## src/sv/rotary_push_event_classifier_top_macros.svh

```systemverilog
// Assertion macros shared by the classifier RTL.
// Depends on nothing; users must have clk_i and rst_ni in scope.
`ifndef ROTARY_PUSH_EVENT_CLASSIFIER_TOP_MACROS_SVH
`define ROTARY_PUSH_EVENT_CLASSIFIER_TOP_MACROS_SVH

// property checked on every rising clock edge outside reset
`define RPEC_ASSERT_CLK(lbl, prop, msg) \
  lbl: assert property (@(posedge clk_i) disable iff (!rst_ni) prop) else $error(msg);

// condition that must never be true outside reset
`define RPEC_ASSERT_NEVER(lbl, cond, msg) \
  lbl: assert property (@(posedge clk_i) disable iff (!rst_ni) !(cond)) else $error(msg);

`endif

```

## src/sv/rpec_pkg.sv

```systemverilog
// Shared types and constants for the rotary push event classifier.
// No dependencies.
package rpec_pkg;

  typedef enum logic [2:0] {
    EV_PRESSED        = 3'd0,
    EV_RELEASED_SHORT = 3'd1,
    EV_RELEASED_LONG  = 3'd2,
    EV_RELEASED       = 3'd3,
    EV_TURNED         = 3'd4
  } event_e;

  localparam int unsigned TimeW  = 32;
  localparam int unsigned CountW = 16;
  localparam int unsigned CfgW   = 16;
  localparam int unsigned StepsW = 15;

  localparam logic [CfgW-1:0] ShortLimitRst = 16'd400;
  localparam logic [CfgW-1:0] DeadTimeRst   = 16'd800;

  // register index within the config space
  localparam logic RegShortLimit = 1'b0;
  localparam logic RegDeadTime   = 1'b1;

  localparam int unsigned QDepth = 4;
  localparam int unsigned QPtrW  = $clog2(QDepth);
  localparam int unsigned QCntW  = $clog2(QDepth + 1);

  // one classified input item: an optional button event and an optional turn
  typedef struct packed {
    logic                     btn_vld;
    event_e                   btn_code;
    logic                     turn;
    logic signed [CountW-1:0] delta;
  } desc_t;

  // queue to back end handshake
  typedef struct packed {
    logic  vld;
    desc_t desc;
  } q_out_t;

endpackage

```

## src/sv/rpec_front.sv

```systemverilog
// Front end: accepts samples, tracks button/encoder state, classifies events.
// Depends on rpec_pkg.
module rpec_front (
  input  logic                             clk_i,
  input  logic                             rst_ni,
  input  logic                             push_i,
  input  logic                             full_i,
  input  logic [rpec_pkg::TimeW-1:0]       now_ms_i,
  input  logic                             button_level_i,
  input  logic [rpec_pkg::CountW-1:0]      encoder_count_i,
  input  logic [rpec_pkg::CfgW-1:0]        short_limit_i,
  input  logic [rpec_pkg::CfgW-1:0]        dead_time_i,
  output logic                             desc_push_o,
  output rpec_pkg::desc_t                  desc_o
);

  logic                        held_q, held_d;
  logic [rpec_pkg::TimeW-1:0]  last_change_q, last_change_d;
  logic [rpec_pkg::TimeW-1:0]  last_edge_q, last_edge_d;
  logic [rpec_pkg::CountW-1:0] prev_count_q, prev_count_d;

  logic                        accept;
  logic                        press, release_ev, edge_ev, cnt_chg, is_short, turn_ok;
  logic [rpec_pkg::TimeW-1:0]  held_time, since_edge;

  assign accept     = push_i && !full_i;
  assign press      = !held_q && !button_level_i;
  assign release_ev = held_q && button_level_i;
  assign edge_ev    = press || release_ev;
  assign cnt_chg    = encoder_count_i != prev_count_q;
  assign held_time  = now_ms_i - last_change_q;
  assign since_edge = now_ms_i - last_edge_q;
  assign is_short   = held_time < {{(rpec_pkg::TimeW-rpec_pkg::CfgW){1'b0}}, short_limit_i};
  // an edge in the same sample restarts dead time, so no turn can be reported then
  assign turn_ok    = cnt_chg && !edge_ev &&
                      (since_edge > {{(rpec_pkg::TimeW-rpec_pkg::CfgW){1'b0}}, dead_time_i});

  always_comb begin
    held_d        = held_q;
    last_change_d = last_change_q;
    last_edge_d   = last_edge_q;
    prev_count_d  = prev_count_q;
    if (accept) begin
      if (press) begin
        held_d = 1'b1;
      end else if (release_ev) begin
        held_d = 1'b0;
      end
      if (edge_ev || cnt_chg) begin
        last_change_d = now_ms_i;
      end
      if (edge_ev) begin
        last_edge_d = now_ms_i;
      end
      prev_count_d = encoder_count_i;
    end
  end

  always_comb begin
    desc_o.btn_vld  = edge_ev;
    desc_o.btn_code = press ? rpec_pkg::EV_PRESSED :
                      (is_short ? rpec_pkg::EV_RELEASED_SHORT : rpec_pkg::EV_RELEASED_LONG);
    desc_o.turn     = turn_ok;
    desc_o.delta    = signed'(encoder_count_i - prev_count_q);
    desc_push_o     = accept && (edge_ev || turn_ok);
  end

  always_ff @(posedge clk_i or negedge rst_ni) begin
    if (!rst_ni) begin
      held_q        <= 1'b0;
      last_change_q <= '0;
      last_edge_q   <= '0;
      prev_count_q  <= '0;
    end else begin
      held_q        <= held_d;
      last_change_q <= last_change_d;
      last_edge_q   <= last_edge_d;
      prev_count_q  <= prev_count_d;
    end
  end

endmodule

```

## src/sv/rpec_fifo.sv

```systemverilog
// Short descriptor queue between front and back end.
// Depends on rpec_pkg and the assertion macro header.
`include "rotary_push_event_classifier_top_macros.svh"

module rpec_fifo (
  input  logic              clk_i,
  input  logic              rst_ni,
  input  logic              push_i,
  input  rpec_pkg::desc_t   push_data_i,
  output logic              full_o,
  input  logic              pop_i,
  output rpec_pkg::q_out_t  head_o
);

  rpec_pkg::desc_t             mem_q [rpec_pkg::QDepth];
  logic [rpec_pkg::QPtrW-1:0]  wr_ptr_q, wr_ptr_d, rd_ptr_q, rd_ptr_d;
  logic [rpec_pkg::QCntW-1:0]  cnt_q, cnt_d;
  logic                        do_push, do_pop;

  assign full_o      = cnt_q == rpec_pkg::QCntW'(rpec_pkg::QDepth);
  assign head_o.vld  = cnt_q != '0;
  assign head_o.desc = mem_q[rd_ptr_q];
  assign do_push     = push_i && !full_o;
  assign do_pop      = pop_i && head_o.vld;

  always_comb begin
    wr_ptr_d = do_push ? wr_ptr_q + 1'b1 : wr_ptr_q;
    rd_ptr_d = do_pop ? rd_ptr_q + 1'b1 : rd_ptr_q;
    cnt_d    = cnt_q;
    if (do_push && !do_pop) begin
      cnt_d = cnt_q + 1'b1;
    end else if (do_pop && !do_push) begin
      cnt_d = cnt_q - 1'b1;
    end
  end

  always_ff @(posedge clk_i) begin
    if (do_push) begin
      mem_q[wr_ptr_q] <= push_data_i;
    end
  end

  always_ff @(posedge clk_i or negedge rst_ni) begin
    if (!rst_ni) begin
      wr_ptr_q <= '0;
      rd_ptr_q <= '0;
      cnt_q    <= '0;
    end else begin
      wr_ptr_q <= wr_ptr_d;
      rd_ptr_q <= rd_ptr_d;
      cnt_q    <= cnt_d;
    end
  end

  `RPEC_ASSERT_NEVER(a_q_overflow, push_i && full_o, "descriptor pushed into full queue")
  `RPEC_ASSERT_CLK(a_q_cnt_bound, cnt_q <= rpec_pkg::QCntW'(rpec_pkg::QDepth), "queue count out of range")

endmodule

```

## src/sv/rpec_back.sv

```systemverilog
// Back end: expands each descriptor into one to three result items.
// Depends on rpec_pkg and the assertion macro header.
`include "rotary_push_event_classifier_top_macros.svh"

module rpec_back (
  input  logic                                    clk_i,
  input  logic                                    rst_ni,
  input  rpec_pkg::q_out_t                        head_i,
  output logic                                    q_pop_o,
  output logic                                    empty_o,
  input  logic                                    pop_i,
  output rpec_pkg::event_e                        event_code_o,
  output logic signed [rpec_pkg::CountW-1:0]      turn_delta_o,
  output logic signed [rpec_pkg::StepsW-1:0]      turn_steps_o,
  output logic                                    last_of_run_o
);

  // descriptor being expanded
  logic                                cur_vld_q, cur_vld_d;
  rpec_pkg::desc_t                     cur_q, cur_d;

  // output register
  logic                                out_vld_q, out_vld_d;
  rpec_pkg::event_e                    out_code_q, out_code_d;
  logic signed [rpec_pkg::CountW-1:0]  out_delta_q, out_delta_d;
  logic signed [rpec_pkg::StepsW-1:0]  out_steps_q, out_steps_d;
  logic                                out_last_q, out_last_d;

  logic                                load;
  rpec_pkg::desc_t                     nxt;
  logic                                gen_last;
  rpec_pkg::event_e                    gen_code;
  logic signed [rpec_pkg::CountW-1:0]  rounded;

  assign load    = cur_vld_q && (!out_vld_q || pop_i);
  assign rounded = cur_q.delta + rpec_pkg::CountW'(cur_q.delta[rpec_pkg::CountW-1]);

  // what remains after emitting the current result
  always_comb begin
    nxt      = cur_q;
    gen_code = cur_q.btn_code;
    if (cur_q.btn_vld) begin
      unique case (cur_q.btn_code)
        rpec_pkg::EV_RELEASED_SHORT,
        rpec_pkg::EV_RELEASED_LONG: nxt.btn_code = rpec_pkg::EV_RELEASED;
        default:                    nxt.btn_vld  = 1'b0;
      endcase
    end else begin
      gen_code = rpec_pkg::EV_TURNED;
      nxt.turn = 1'b0;
    end
    gen_last = !nxt.btn_vld && !nxt.turn;
  end

  assign q_pop_o = head_i.vld && (!cur_vld_q || (load && gen_last));

  always_comb begin
    cur_vld_d   = cur_vld_q;
    cur_d       = cur_q;
    out_vld_d   = out_vld_q;
    out_code_d  = out_code_q;
    out_delta_d = out_delta_q;
    out_steps_d = out_steps_q;
    out_last_d  = out_last_q;
    if (pop_i) begin
      out_vld_d = 1'b0;
    end
    if (load) begin
      out_vld_d   = 1'b1;
      out_code_d  = gen_code;
      out_last_d  = gen_last;
      if (cur_q.btn_vld) begin
        out_delta_d = '0;
        out_steps_d = '0;
      end else begin
        out_delta_d = cur_q.delta;
        out_steps_d = rounded[rpec_pkg::CountW-1:1];
      end
      cur_d     = nxt;
      cur_vld_d = !gen_last;
    end
    if (q_pop_o) begin
      cur_vld_d = 1'b1;
      cur_d     = head_i.desc;
    end
  end

  always_ff @(posedge clk_i) begin
    cur_q       <= cur_d;
    out_code_q  <= out_code_d;
    out_delta_q <= out_delta_d;
    out_steps_q <= out_steps_d;
    out_last_q  <= out_last_d;
  end

  always_ff @(posedge clk_i or negedge rst_ni) begin
    if (!rst_ni) begin
      cur_vld_q <= 1'b0;
      out_vld_q <= 1'b0;
    end else begin
      cur_vld_q <= cur_vld_d;
      out_vld_q <= out_vld_d;
    end
  end

  assign empty_o       = !out_vld_q;
  assign event_code_o  = out_code_q;
  assign turn_delta_o  = out_delta_q;
  assign turn_steps_o  = out_steps_q;
  assign last_of_run_o = out_last_q;

  `RPEC_ASSERT_CLK(a_cur_nonempty, cur_vld_q |-> (cur_q.btn_vld || cur_q.turn), "empty descriptor held")
  `RPEC_ASSERT_CLK(a_btn_no_delta, (out_vld_q && out_code_q != rpec_pkg::EV_TURNED) |-> (out_delta_q == '0 && out_steps_q == '0), "button event carries turn data")

endmodule

```

## src/sv/rotary_push_event_classifier_top.sv

```systemverilog
// Top level of the rotary push event classifier: config registers and wiring.
// Depends on rpec_pkg, rpec_front, rpec_fifo, rpec_back.
//
//  port group       direction  handshake          payload
//  sample in        in         push_i / full_o    now_ms_i, button_level_i, encoder_count_i
//  result out       out        pop_i / empty_o    event_code_o, turn_delta_o, turn_steps_o,
//                                                 last_of_run_o
//  config           in/out     psel/penable/...   paddr, pwdata, prdata
//
// A sample is accepted every cycle while the 4-entry descriptor queue has room.
// The back end emits one result item per cycle while pop_i is high; a sample makes 0 to 2
// results, so sustained throughput is one sample per cycle for those with at most one result.
// A result passes through the queue, the current descriptor register and the output register.
// full_o rises when the queue fills; pop_i stalls the back end, and the front once the queue fills.
// Reset clears button/encoder state, queue and output; registers go to 400 and 800.
module rotary_push_event_classifier_top (
  input  logic                                   clk_i,
  input  logic                                   rst_ni,
  input  logic                                   push_i,
  output logic                                   full_o,
  input  logic [rpec_pkg::TimeW-1:0]             now_ms_i,
  input  logic                                   button_level_i,
  input  logic [rpec_pkg::CountW-1:0]            encoder_count_i,
  output logic                                   empty_o,
  input  logic                                   pop_i,
  output logic [2:0]                             event_code_o,
  output logic signed [rpec_pkg::CountW-1:0]     turn_delta_o,
  output logic signed [rpec_pkg::StepsW-1:0]     turn_steps_o,
  output logic                                   last_of_run_o,
  input  logic                                   psel,
  input  logic                                   penable,
  input  logic                                   pwrite,
  input  logic [2:0]                             paddr,
  input  logic [31:0]                            pwdata,
  output logic [31:0]                            prdata,
  output logic                                   pready
);

  logic [rpec_pkg::CfgW-1:0] short_limit_q, dead_time_q;
  logic                      cfg_wr;
  logic                      desc_push;
  rpec_pkg::desc_t           desc;
  rpec_pkg::q_out_t          head;
  logic                      q_pop;
  rpec_pkg::event_e          event_code;

  assign pready = 1'b1;
  assign cfg_wr = psel && penable && pwrite && pready;
  assign prdata = {16'b0, (paddr[2] == rpec_pkg::RegDeadTime) ? dead_time_q : short_limit_q};

  always_ff @(posedge clk_i or negedge rst_ni) begin
    if (!rst_ni) begin
      short_limit_q <= rpec_pkg::ShortLimitRst;
      dead_time_q   <= rpec_pkg::DeadTimeRst;
    end else if (cfg_wr) begin
      if (paddr[2] == rpec_pkg::RegShortLimit) begin
        short_limit_q <= pwdata[rpec_pkg::CfgW-1:0];
      end else begin
        dead_time_q <= pwdata[rpec_pkg::CfgW-1:0];
      end
    end
  end

  rpec_front u_front (
    .clk_i           (clk_i),
    .rst_ni          (rst_ni),
    .push_i          (push_i),
    .full_i          (full_o),
    .now_ms_i        (now_ms_i),
    .button_level_i  (button_level_i),
    .encoder_count_i (encoder_count_i),
    .short_limit_i   (short_limit_q),
    .dead_time_i     (dead_time_q),
    .desc_push_o     (desc_push),
    .desc_o          (desc)
  );

  rpec_fifo u_fifo (
    .clk_i       (clk_i),
    .rst_ni      (rst_ni),
    .push_i      (desc_push),
    .push_data_i (desc),
    .full_o      (full_o),
    .pop_i       (q_pop),
    .head_o      (head)
  );

  rpec_back u_back (
    .clk_i         (clk_i),
    .rst_ni        (rst_ni),
    .head_i        (head),
    .q_pop_o       (q_pop),
    .empty_o       (empty_o),
    .pop_i         (pop_i),
    .event_code_o  (event_code),
    .turn_delta_o  (turn_delta_o),
    .turn_steps_o  (turn_steps_o),
    .last_of_run_o (last_of_run_o)
  );

  assign event_code_o = event_code;

endmodule

```

## config.mk

```make
export PLATFORM = sky130hd
export DESIGN_NAME = rotary_push_event_classifier_top
export DESIGN_NICKNAME = d
export VERILOG_FILES = /design/src/sv/rpec_pkg.sv /design/src/sv/rpec_front.sv /design/src/sv/rpec_fifo.sv /design/src/sv/rpec_back.sv /design/src/sv/rotary_push_event_classifier_top.sv
export VERILOG_INCLUDE_DIRS = /design/src /design/src/sv
export SDC_FILE = /design/constraint.sdc
export NUM_CORES = 1
export LEC_CHECK = 0
export BUFFER_PORTS_ARGS = -buffer_cell sky130_fd_sc_hd__buf_2
export CAP_MARGIN = 40
export CORE_ASPECT_RATIO = 0.6
export CORE_MARGIN = 4
export CORE_UTILIZATION = 65
export CTS_CLUSTER_DIAMETER = 50
export DETAILED_ROUTE_END_ITERATION = 8
export PLACE_DENSITY = 0.87
export SYNTH_ARGS = -nofsm -noshare
export SYNTH_HDL_FRONTEND = slang
export SYNTH_SLANG_ARGS = --single-unit
```

## constraint.sdc

```tcl
create_clock -name clk_i -period 13.9 [get_ports clk_i]
set_input_delay 0 -clock clk_i [delete_from_list [all_inputs] [get_ports clk_i]]
set_output_delay 0 -clock clk_i [all_outputs]
set_load 0.005 [all_outputs]
```

==> impl_metrics.tcl <==
set metrics [dict create \
    outcome "completed" \
    hold_class "input pin to flip-flop" \
    final_layout_size_suffix_gt1_share_pct 16.3 \
    synthArstFlopShare_pct 47.5 \
    synth_cells 1550 \
    cp_slowest_stage_delay_ps 600 \
    cts_inserted_buffers 26 \
    post_cts_buffers 0 \
    relSlewSlack_pct 42.1 \
    clkLatencyLatePin_ps 550 \
    grt_pass1_wl_um 71900 \
    num_vias 13400 \
    path_cells "ha_1 > inv_1 > fa_1 > a211oi_1 > o21ai_0 > nand2_1 > o21ai_0 > a21o_1 > a21oi_1 > o21bai_1 > a21oi_1 > xnor2_1 > ha_1 > and4_1 > o2bb2ai_1 > a31oi_1 > o311ai_0 > or4_1 > or4_1 > nor4_1 > nand4_1 > nor3_1" \
    min_from "push_i" \
    rsz0062_at_grt "false" \
    rr_worst_depth 22 \
    finalCriticalPeriod_ps 6220 \
    post-route-drc-count 0 \
    core_um2 23500 \
    fillers 1403 \
    crit_family "simple AND/OR/NAND/NOR gates" \
    regToRegStartpoint "u_front.last_change_q[0]$_DFFE_PN0P_" \
    placed_cells 1948 \
    die_area_um2 26800 \
    synth_area_per_cell_um2 10.1 \
    ir_drop_v 0.000128 \
    mostFrequentLayoutCells "nand2_1 (150), inv_1 (149), edfxtp_1 (135)" \
    io_buffers 125 \
    crit_end "u_fifo.mem_q[2][17]$_DFFE_PP_" \
    track_usage_pct 34.0 \
    hpwl_um 31500 \
    end_kind "flip-flop" \
    path_max_fanout 4 \
    fin_skew_ps 14.6 \
    hold_violations 0 \
    synth_ff_type "edfxtp_1" \
    cts_max_level 1 \
    path_buf_inv 1 \
    yosys_register_bits 257 \
    drt-total-wl_um 46400 \
    drv_cap 0 \
    final_common_cell "nand2_1" \
    globalplace.congestion 0.941 \
    overflow 0 \
    layoutNonFillerInstCount 2067 \
    syn_to_final_growth_pct 16.6 \
    start_util_pct 67.0 \
    synth-seq-area-share_pct 45.3 \
    drt_pass1_iterations 7 \
    synth_edf_count 135 \
    critical_path_required_ps 14160 \
    grt_pass1_vias 12800 \
    routedWlPerCell_um 22.4 \
    powerDensity_nw_per_um2 230 \
    worstPathArrival_ps 6480 \
    p_leak_uw 0.00787 \
    fin_nets 1938 \
    syn-cell-area_um2 15700 \
    setup_viol 0 \
    num_io_pins 161 \
    antenna_found_initial 4 \
    vias_per_cell 6.49 \
    ant_nets 0 \
    clk_path_buf_depth 3 \
    ys_types 76 \
    ys_warn_count 0 \
    path_depth 22 \
    cts_tree "yes" \
    finalCritPeriodShare_pct 44.8 \
    crit_start "u_front.last_change_q[0]$_DFFE_PN0P_" \
    drt_iter0_drc 1794 \
    finalSetupTns_ps 0 \
    fmax_ghz 0.161 \
    worstReg2RegEnd "u_fifo.mem_q[2][17]$_DFFE_PP_" \
    start_kind "flip-flop" \
    cts_root_buf "clkbuf_16" \
    cp_slowest_cell "nor3_1" \
    worst-r2r-setup-slack_ps 7680 \
    clk_pin_slew_ps 70 \
    fp.dieW_um 209 \
    critical_path_class "flip-flop to flip-flop" \
    grt_max_degree 72 \
    cts_sinks 257 \
    tightest_slew_ps 868 \
    std_cell_rows 43 \
    slew_viol_final 0 \
    die_h_um 128 \
]
kinds of logic (layout without fill, tap and decap cells):
logic type | after synthesis | count (layout) | share of synthesized area [%]
compound gates | 371 | 371 | 14.6
xor+xnor | 71 | 71 | 3.96
fa+ha+maj | 119 | 119 | 9.66
buf+inv | 222 | 405 | 5.80
flops | 257 | 257 | 45.3
mux | 78 | 78 | 6.97
other cells | 2 | 21 | 0.0478
simple gates | 430 | 430 | 13.7
synth_stat cells (all sizes together), types with 5 or more instances:
| cell type | n | area share [%] |
|---|---|---|
| a21boi | 6 | 0.29 |
| edfxtp | 135 | 26 |
| and3 | 10 | 0.43 |
| dfstp | 6 | 1.0 |
| and2 | 32 | 1.3 |
| nand4 | 17 | 0.68 |
| a21oi | 88 | 2.8 |
| xor2 | 23 | 1.3 |
| o21ai | 135 | 4.3 |
| nor4 | 8 | 0.45 |
| o211ai | 10 | 0.48 |
| xnor2 | 48 | 2.7 |
| o31ai | 10 | 0.48 |
| o2111ai | 5 | 0.28 |
| nand2 | 150 | 3.6 |
| dfrtp | 116 | 18 |
| a21o | 21 | 1.0 |
| a211o | 5 | 0.28 |
| nor2 | 70 | 1.7 |
| mux2 | 52 | 3.7 |
| or4 | 5 | 0.26 |
| o21bai | 12 | 0.57 |
| mux2i | 6 | 0.38 |
| nand2b | 15 | 0.60 |
| buf | 36 | 1.4 |
| a31oi | 6 | 0.24 |
| or3 | 10 | 0.43 |
| nand3 | 33 | 1.1 |
| nor3 | 29 | 0.92 |
| o21a | 13 | 0.62 |
| and3b | 5 | 0.28 |
| a211oi | 18 | 0.86 |
| nor2b | 25 | 1.0 |
| a221oi | 5 | 0.28 |
| inv | 149 | 3.6 |
| mux4 | 20 | 2.9 |
| and4 | 6 | 0.33 |
| ha | 115 | 9.2 |
| clkbuf | 37 | 0.88 |
registers in the layout, summed over array words and instances, names as in the netlist, 3 cells and up:
signal and cells:
u_fifo.mem_q 80, u_back.turn_steps_o 15, u_fifo.cnt_q 3, dead_time_q 16, short_limit_q 16, u_front.last_edge_q 32, u_front.last_change_q 32, u_front.prev_count_q 16
u_back.cur_q 20, u_back.turn_delta_o 16, u_back.event_code_o 3
what timing repair did:
item / in CTS / in global routing
hold buffers: 66 / 0
gates resized for setup: 0 / 0
hold endpoints to repair: 177 / 0
how the worst min path moves through the flow:
stage | cells after the start | end | slack [ps]
3_3_place_gp | 1 | short_limit_q[0]$_DFFE_PN0P_ | 140
6_report | 5 | u_front.prev_count_q[1]$_DFFE_PN0P_ | 60
4_1_cts | 3 | short_limit_q[15]$_DFFE_PN0P_ | 10
3_5_place_dp | 1 | short_limit_q[0]$_DFFE_PN0P_ | 140
5_1_grt | 3 | short_limit_q[15]$_DFFE_PN0P_ | 70
2_1_floorplan | 0 | dead_time_q[0]$_DFFE_PN0P_ | -300
stage by stage:
step / setup slack [ps] / cell area (um^2) / total power, uW / hold WS, ps / utilization [%]
detailed placement: 8160 / 16700 / 3250 / 144 / 71.0
CTS: 8100 / 18300 / 4110 / 11.2 / 78.1
global route: 7500 / 18300 / 4440 / 70.9 / 78.1
finish: 7680 / 18300 / 4210 / 62.0 / 78.1
global placement: 8380 / 16500 / 3090 / 135 / 70.3
floorplan: 8910 / 15800 / 2660 / -296 / -
routing by layer:
| layer | vias up | wire (um) | track usage [%] |
|---|---|---|---|
| met4 | 2 | 1620 | 9.62 |
| met5 | - | 17 | 0 |
| li1 | 5882 | - | - |
| met3 | 169 | 6130 | 10.7 |
| met1 | 6404 | 18900 | 49.0 |
| met2 | 959 | 19600 | 50.3 |
power by group:
part           switching (uW)  internal, uW  leakage, uW
sequential                148          1160      0.00275
combinational            1260           827      0.00465
clock                     322           497     0.000482
total                    1730          2480      0.00787
worst min-delay path, delay by kind of cell:
kind	cells	cell delay (ps)
AO/OA/AOI/OAI	1	70
buffers and inverters	2	320
AND/OR/NAND/NOR	2	150
layout make-up:
| cell class | count | area, um^2 | area share (%) |
|---|---|---|---|
| Clock buffer | 31 | 701 | 3.82 |
| Multi-Input combinational cell | 1086 | 7750 | 42.3 |
| Inverter | 149 | 559 | 3.05 |
| Antenna cell | 4 | 10.0 | 0.0546 |
| Sequential cell | 257 | 7110 | 38.8 |
| Tap cell | 315 | 394 | 2.15 |
| Timing Repair Buffer | 208 | 1500 | 8.17 |
| Clock inverter | 17 | 295 | 1.61 |
(Power assumes the default switching activity.)
